**src/clp_pkg.sv**
```systemverilog
// Shared types, constants and helpers for the Clenshaw Legendre evaluator.
// No dependencies; imported by every module of the block.
`default_nettype none
package clp_pkg;

  localparam logic OP_LOAD = 1'b0;
  localparam logic OP_EVAL = 1'b1;

  localparam logic [1:0] CFG_DEGREE = 2'd0;
  localparam logic [1:0] CFG_THR_EN = 2'd1;
  localparam logic [1:0] CFG_LIMIT  = 2'd2;

  localparam logic [47:0] ONE_Q32 = 48'h0001_0000_0000;
  localparam logic [47:0] SAT_HI  = 48'h7FFF_FFFF_FFFF;
  localparam logic [47:0] SAT_LO  = 48'h8000_0000_0000;

  localparam logic [1:0] MUL_LAST = 2'd3;

  typedef enum logic [3:0] {
    ST_IDLE, ST_RD, ST_LD_AX, ST_MUL, ST_TADD, ST_LD_AT,
    ST_AUPD, ST_BUPD, ST_FINAL, ST_WOUT
  } clp_state_t;

  typedef enum logic [1:0] {PH_AX, PH_AT, PH_AG} clp_phase_t;

  typedef struct packed {
    logic       load;
    logic       start;
    logic       rd;
    logic       mul_ld;
    clp_phase_t msel;
    logic       mul_step;
    logic [1:0] mul_k;
    logic       mul_fin;
    logic       t_add;
    logic       a_tmp;
    logic       ab_upd;
    logic       final_add;
    logic       out_wr;
  } clp_cmd_t;

  typedef struct packed {
    logic out_free;
    logic deg_zero;
  } clp_stat_t;

  // Saturating 48-bit add; bit 48 of the result flags saturation.
  function automatic logic [48:0] sat_add(input logic [47:0] x, input logic [47:0] y);
    logic [48:0] s;
    s = {x[47], x} + {y[47], y};
    if (s[48] != s[47]) begin
      return {1'b1, (s[48] ? SAT_LO : SAT_HI)};
    end
    return {1'b0, s[47:0]};
  endfunction

endpackage
`default_nettype wire

```
**src/clp_ctrl.sv**
```systemverilog
// Controller state machine sequencing the Clenshaw recurrence steps.
// Depends on clp_pkg; drives commands into clp_dp.
`default_nettype none
module clp_ctrl #(
  parameter int MAX_DEGREE = 1024,
  localparam int JW = $clog2(MAX_DEGREE + 1),
  localparam int AW = (MAX_DEGREE > 1) ? $clog2(MAX_DEGREE) : 1
) (
  input  wire logic              clk,
  input  wire logic              rst_n,
  input  wire logic              in_valid,
  input  wire logic              in_op,
  output logic                   in_stall,
  output clp_pkg::clp_cmd_t      cmd,
  output logic [AW-1:0]          addr,
  input  wire clp_pkg::clp_stat_t st,
  input  wire logic [JW-1:0]     n
);
  import clp_pkg::*;

  clp_state_t state_r, state_nxt;
  clp_phase_t phase_r, phase_nxt;
  logic [1:0] mc_r, mc_nxt;
  logic [JW-1:0] j_r, j_nxt;

  always_ff @(posedge clk) begin
    if (!rst_n) begin
      state_r <= ST_IDLE;
      phase_r <= PH_AX;
      mc_r    <= '0;
      j_r     <= '0;
    end else begin
      state_r <= state_nxt;
      phase_r <= phase_nxt;
      mc_r    <= mc_nxt;
      j_r     <= j_nxt;
    end
  end

  assign addr = AW'(j_r - JW'(1));

  always_comb begin
    cmd       = '0;
    in_stall  = 1'b1;
    state_nxt = state_r;
    phase_nxt = phase_r;
    mc_nxt    = mc_r;
    j_nxt     = j_r;
    unique case (state_r)
      ST_IDLE: begin
        in_stall = 1'b0;
        if (in_valid) begin
          if (in_op == OP_LOAD) begin
            cmd.load = 1'b1;
          end else begin
            cmd.start = 1'b1;
            j_nxt     = n;
            state_nxt = st.deg_zero ? ST_WOUT : ST_RD;
          end
        end
      end
      ST_RD: begin
        cmd.rd    = 1'b1;
        state_nxt = ST_LD_AX;
      end
      ST_LD_AX: begin
        cmd.mul_ld = 1'b1;
        cmd.msel   = PH_AX;
        phase_nxt  = PH_AX;
        mc_nxt     = '0;
        state_nxt  = ST_MUL;
      end
      ST_MUL: begin
        if (mc_r == MUL_LAST) begin
          cmd.mul_fin = 1'b1;
          unique case (phase_r)
            PH_AX:   state_nxt = ST_TADD;
            PH_AT:   state_nxt = (j_r == JW'(1)) ? ST_FINAL : ST_AUPD;
            PH_AG:   state_nxt = ST_BUPD;
            default: state_nxt = ST_IDLE;
          endcase
        end else begin
          cmd.mul_step = 1'b1;
          cmd.mul_k    = mc_r;
          mc_nxt       = mc_r + 2'd1;
        end
      end
      ST_TADD: begin
        cmd.t_add = 1'b1;
        state_nxt = ST_LD_AT;
      end
      ST_LD_AT: begin
        cmd.mul_ld = 1'b1;
        cmd.msel   = PH_AT;
        phase_nxt  = PH_AT;
        mc_nxt     = '0;
        state_nxt  = ST_MUL;
      end
      ST_AUPD: begin
        cmd.a_tmp  = 1'b1;
        cmd.mul_ld = 1'b1;
        cmd.msel   = PH_AG;
        phase_nxt  = PH_AG;
        mc_nxt     = '0;
        state_nxt  = ST_MUL;
      end
      ST_BUPD: begin
        cmd.ab_upd = 1'b1;
        j_nxt      = j_r - JW'(1);
        state_nxt  = ST_RD;
      end
      ST_FINAL: begin
        cmd.final_add = 1'b1;
        state_nxt     = ST_WOUT;
      end
      ST_WOUT: begin
        if (st.out_free) begin
          cmd.out_wr = 1'b1;
          state_nxt  = ST_IDLE;
        end
      end
      default: state_nxt = ST_IDLE;
    endcase
  end

  a_rd_nonzero: assert property (@(posedge clk) disable iff (!rst_n)
    (state_r == ST_RD) |-> (j_r != '0))
    else $error("table read with zero step count");
  a_mul_ends: assert property (@(posedge clk) disable iff (!rst_n)
    (state_r == ST_MUL && mc_r == MUL_LAST) |=> (state_r != ST_MUL))
    else $error("multiply did not finish");
  a_out_free: assert property (@(posedge clk) disable iff (!rst_n)
    cmd.out_wr |-> st.out_free)
    else $error("output overwritten");

endmodule
`default_nettype wire

```
**config.mk**
```make
export PLATFORM = sky130hd
export DESIGN_NAME = clp_ctrl
export DESIGN_NICKNAME = d
export VERILOG_FILES = /design/src/clp_pkg.sv /design/src/clp_ctrl.sv
export SDC_FILE = /design/constraint.sdc
export NUM_CORES = 1
export LEC_CHECK = 0
export BUFFER_PORTS_ARGS = -buffer_cell sky130_fd_sc_hd__buf_2
export CELL_PAD_IN_SITES_DETAIL_PLACEMENT = 1
export CELL_PAD_IN_SITES_GLOBAL_PLACEMENT = 1
export CORE_ASPECT_RATIO = 1.25
export CORE_MARGIN = 4
export CORE_UTILIZATION = 39
export CTS_CLUSTER_DIAMETER = 80
export DETAILED_ROUTE_END_ITERATION = 6
export MAX_ROUTING_LAYER = met4
export PLACE_DENSITY_LB_ADDON = 0.1
export SLEW_MARGIN = 10
export SYNTH_ARGS = -nofsm -noshare
export SYNTH_HDL_FRONTEND = slang
export SYNTH_SLANG_ARGS = --single-unit
```
**constraint.sdc**
```tcl
create_clock -name clk -period 2.9 [get_ports clk]
set_input_delay 0.145 -clock clk [delete_from_list [all_inputs] [get_ports clk]]
set_output_delay 0.145 -clock clk [all_outputs]
set_load 0.01 [all_outputs]
```
Yosys cells after proc, flatten, opt, wreduce, memory -nomap -nowiden
Index checks and enable logic that the tools add are counted.
- output and inout port bits: 26
- flip-flop bits (word level): 19
- mux-type cells: 30
- equal/unequal tests: 18
- reduce and logical (&&, ||, !) cells: 9
- $add $sub $neg: 2
- operators by type and width (operator ; count):
    case mux 4 bit (8 select lines) ; 1
    two-way mux 4 bit ; 7
    two-way mux 11 bit ; 2
    case mux 11 bit (2 select lines) ; 1
    == test 4 x 3 -> 1 bit, second input constant ; 4
    case mux 4 bit (3 select lines) ; 1
    == test 11 x 1 -> 1 bit, second input constant ; 1
    two-way mux 1 bit ; 11
    subtractor 11 x 1 -> 11 bit, second input constant ; 1
    inequality test 2 bit, second input constant ; 5
    case mux 3 bit (3 select lines) ; 1
    == test 4 x 2 -> 1 bit, second input constant ; 2
    == test 4 bit, second input constant ; 2
    two-way mux 2 bit ; 3
    case mux 2 bit (3 select lines) ; 1
    == test 2 bit, second input constant ; 2
    == test 4 x 1 -> 1 bit, second input constant ; 1
    logical NOT 4 bit ; 1
    case mux 2 bit (2 select lines) ; 1
    AND reduction 4 bit ; 1
    nonzero test 2 bit ; 2
    two-way mux 3 bit ; 1
    AND reduction 3 bit ; 1
    nonzero test 3 bit ; 1
    other kinds (5) ; 5

Logic depth before layout (Yosys ltp)
- depth after elaboration: 5
- gate-level depth with buffers: 6
- mapped depth without buffers: 6

Worst setup path before layout
OpenSTA, ideal clock, no wires.
- path kind: flip-flop to flip-flop
- start: register j_r[0]
- end: register j_r[8]
- slack: 1.083 ns
- path buffers: 0
- period minus slack after synthesis: 1.817 ns
- arrival time: 1.699 ns
- required time: 2.783 ns
- cell stages (with the launch flop): 7
- setup time: 0.117 ns
- path through: dfxtp_1 > inv_1 > ha_1 > nor3b_2 > nand2_1 > a211o_1 > a32o_1
- word-level cells in the longest chain between the ends: 2
- RTL lines (what ; RTL line ; text):
    start: declaration ; clp_ctrl.sv:24 ; logic [JW-1:0] j_r, j_nxt;
    start signal: assignment ; clp_ctrl.sv:36 ; j_r <= j_nxt;
    subtractor 11 x 1 -> 11 bit ; clp_ctrl.sv:109 ; j_nxt = j_r - JW'(1);
    case mux 11 bit (2 select lines) ; clp_ctrl.sv:49 ; unique case (state_r)
No other way between the ends.
A chain may end at the register's enable or synchronous reset.

Final worst setup path
- start: register state_r[1]
- end: register j_r[9]
- word-level cells in the longest chain between the ends: 3
- elaborated cells on any way between the ends: 7
- those cells by class: 3 x eq/ne; 1 x mux; 3 x reduce/logical
- RTL lines (what ; RTL line ; text):
    start: declaration ; clp_ctrl.sv:21 ; clp_state_t state_r, state_nxt;
    start signal: assignment ; clp_ctrl.sv:33 ; state_r <= state_nxt;
    == test 4 x 3 -> 1 bit or logical NOT 4 bit (tied branches) ; clp_ctrl.sv:49 ;
    nonzero test 2 bit (no source line) or inequality test 2 bit (tied branches) ; n/a ;
    AND reduction 3 bit (no source line) ; n/a ;
Several ways; a longest one is shown, not always the timed one.

==> results.env <==
CTS_SETUP_BUFFERS=0
SYNTHMOSTINSTANTIATEDCELL='nor2_1'
ANTENNA-DIODE-COUNT=0
AREA_OF_THE_CORE_REGION_UM2=3510
TIMING.REG2REG.WORST_PATH_DEPTH=4
GRT_ANTENNA_BEFORE_REPAIR=0
NETLIST_AREA_PRE_PLACE_UM2=1440
CRITICAL-PATH-MAX-STAGE-DELAY_PS=480
DRIVE_ABOVE_1_SHARE_PCT=22.5
SETUP.WORST_PATH.END_CLASS='flip-flop'
POST_DRT_WL_PER_CELL_UM=16.9
CLOCK_TREE.ROOT_CELL='clkbuf_8'
FLOORPLAN.DIE.HEIGHT_UM=76.0
VDD.IR_DROP.WORST_mV=0.339
SLEW_HEADROOM_PCT=58.5
CELL_BY_CELL_LISTING_OF_THE_CRITICAL_PATH='or2_4 > o31a_1 > or2_0 > a221o_1'
CRIT_REQUIRED_PS=3050
GRT_PASS1_VIAS=1665
CLKSINKCOUNT=19
CRIT_CELLS=4
SYNTH_AREA_PER_CELL_UM2=7.43
FINISH.CELL_COUNT_WITHOUT_FILLERS=266
WIRELENGTH_UM=4500
TIMING.CRITICAL_PATH.FROM='state_r[1]'
GR-USAGE-MET1_PCT=23.2
TIGHTESTPINTRANSITION_PS=617
REPORTED_LEAKAGE_POWER_nW=0.725
ROUTED_VIA_DENSITY=5.68
WIRE_LENGTH_OF_THE_FIRST_GLOBAL_ROUTING_PASS_UM=7710
DETAILED_PLACE.AREA_UM2=1640
VIAS=1511
DRTANTENNAVIOLNETS=0
UNREPAIRED_SETUP_ENDPOINTS_AFTER_GLOBAL_ROUTING='no'
TIMING.FINAL.SETUP_VIOLATIONS=0
TIMING.FINAL.MAX_SLEW_VIOLATIONS=0
POST-ROUTE-PERIOD-UTIL_PCT=74.5
SYNTH_COMMONEST_CELLS='20 x nor2_1, 19 x dfxtp_1, 14 x inv_1, 14 x nand2_1, 12 x a21oi_1'
DIE_WIDTH_UM=62.4
GRT_MAX_DEGREE=29
PORTBUFFERS=42
DETAILED_PLACE_HPWL_UM=3420
GRT_UTIL_MET2_PCT=33.4
CRIT_PATH_START_KIND='flip-flop'
YOSYS_REGISTER_BITS=19
ACHIEVABLE_CLOCK_FREQUENCY_MHz=463
FILLCELLCOUNT=465
PATH_CLASS='flip-flop to flip-flop'
MAX_CAP_VIOL_COUNT=0
INITIAL_CORE_UTIL_PCT=41.0
SYNTH_SEQUENTIAL_AREA_RATIO_PCT=26.4
SETUP_TNS_PS=0
HOLD_CRIT_PATH_TYPE='primary input to flip-flop'
LATEST_CLOCK_ARRIVAL_WITHIN_THE_WORST_SKEW_PAIR_PS=260
HOLD_BUFFERS=0
CLK_PATH_BUF_DEPTH=2
CTS_CLOCK_PIN_SLEW_FOR_THE_WORST_SETUP_AND_HOLD_PATHS_PS=80
ROWS=24
R2R-START='state_r[1]'
AREA.GROWTH.SYNTH_TO_FINAL_PCT=16.8
DIEAREA_UM2=4740
DRT_FIRST_ITER_VIOLATIONS=58
GR-TOTAL-OVERFLOW=0
FINALHOLDVIOLATIONS=0
POST_CTS_RESIZED=0
NUMBER_OF_BUFFERS_INSERTED_DURING_CLOCK_TREE_SYNTHESIS=3
OUTCOME='complete, no violations'
YS_DOMINANT_REG_CELL='dfxtp_1'
TIMING.RR.END='j_r[9]'
SYNTHARSTFLOPSHARE_PCT=0
DP_CELLS=262
PIN_COUNT=43
GRT_MOST_USED_LAYER='met2'
GLOBAL_ROUTE.USAGE.TOTAL_PCT=19.6
GP_CONGESTION=0.859
DRT_FIRST_PASS_ITERS=4
FIN_SKEW_PS=3.75
FINAL_NETS=250
YS_TOP_CELLS_BY_AREA='dfxtp_1 26%, nor2_1 5.2%, ha_1 4.3%'
USE_MET3_PCT=2.21
POSTLAYOUTCELLAREA_UM2=1680
CP_NUM_BUF_INV=0
TIMING.CRITICAL_PATH.MAX_DELAY_FAMILY='compound AO/OA/AOI/OAI gates'
SYNTH.NET_COUNT=216
SYNTH_ENABLE_FLOP_CELLS=0
CP.ARRIVAL_PS=2310
NUMBER_OF_INSTANCES_IN_THE_SYNTHESIZED_NETLIST=194
WORST-PATH-MAX-FANOUT=14
DRT_DRC_VIOLATIONS_LEFT=0
CTS-HTREE-LEVELS=1
HOLD-WORST-SLACK_PS=212
CRITPATHSLOWESTCELL='or2_0'
YOSYSTOPAREACELLSHARE_PCT=26.4
REG2REG_SETUP_SLACK_PS=740
YOSYSUNIQUECELLTYPES=46
POST-ROUTE-MIN-PERIOD_PS=2160
CTS_TREE='yes'
SYNTH_LARGEST_AREA_CELL='dfxtp_1'
CP-ENDPOINT='j_r[9]'
MIN_PATH_CELLS=3
SYNTH_WARNINGS=0
POWER-PER-CELL-AREA_nW_PER_UM2=618
tightest hold or removal path, stage by stage:
cell     delay [ps]
buf_2           100
a21oi_1         120
o31ai_1          70
metrics by stage:
stage               utilization, %  setup WS [ps]  power (mW)
floorplan                        -           1080       0.692
global placement              46.7            811       0.842
detailed placement            46.7            769       0.857
CTS                           47.9            754        1.05
global route                  47.9            569        1.12
finish                        47.9            739        1.04
state kept, by name (all words and copies together) (netlist names):
| signal | cells |
|---|---|
| j_r | 11 |
| phase_r | 2 |
| mc_r | 2 |
| state_r | 4 |
final cells by class:
cell class,count,area (µm²),share of cell area [%]
clock buffers,4,45.0,2.67
inverters,14,52.6,3.12
multi-input cells,146,932,55.3
flip-flops and latches,19,380,22.6
well taps,39,48.8,2.90
repair buffers,44,225,13.4
kinds of logic after synthesis:
| logic type | share of synthesized area (%) |
|---|---|
| and+or+nand+nor | 29.7 |
| AOI/OAI and AO/OA | 24.5 |
| buffers and inverters | 8.94 |
| DFF | 26.4 |
| xor gates and xnor gates | 5.47 |
| adders and majority gates | 4.34 |
| muxes | 0.694 |
worst min path at each step:
stage                 start          to
finish                 n[2]      j_r[2]
global route           n[8]      j_r[8]
CTS                   n[10]     j_r[10]
detailed placement  j_r[10]     j_r[10]
global placement    j_r[10]     j_r[10]
floorplan             rst_n  state_r[2]
power breakdown:
group	switching, mW	internal, mW
clock	0.0952	0.0977
sequential	0.0482	0.290
combinational	0.299	0.210
total	0.443	0.598
placed cells by master (no fill, tap or decap), drive strengths merged, types with 3 or more instances in the layout:
| cell type | instances |
|---|---|
| ha | 5 |
| nor2 | 20 |
| a211oi | 5 |
| nand3 | 8 |
| nor3 | 9 |
| a21oi | 12 |
| nand2 | 14 |
| nor3b | 6 |
| buf | 44 |
| o31a | 3 |
| nand2b | 5 |
| nor4 | 3 |
| o311ai | 4 |
| o31ai | 6 |
| inv | 14 |
| xnor2 | 7 |
| and2 | 4 |
| dfxtp | 19 |
| clkbuf | 4 |
| o21ai | 8 |
metal layers:
layer  part of all wire (%)  wire (µm)  vias up
met5                      0          0        -
met4                    2.3        104        0
met3                    2.9        131       12
met2                     52       2350       36
met1                     43       1920      703
li1                       -          -      760
Power figures use the tool's default switching activity.
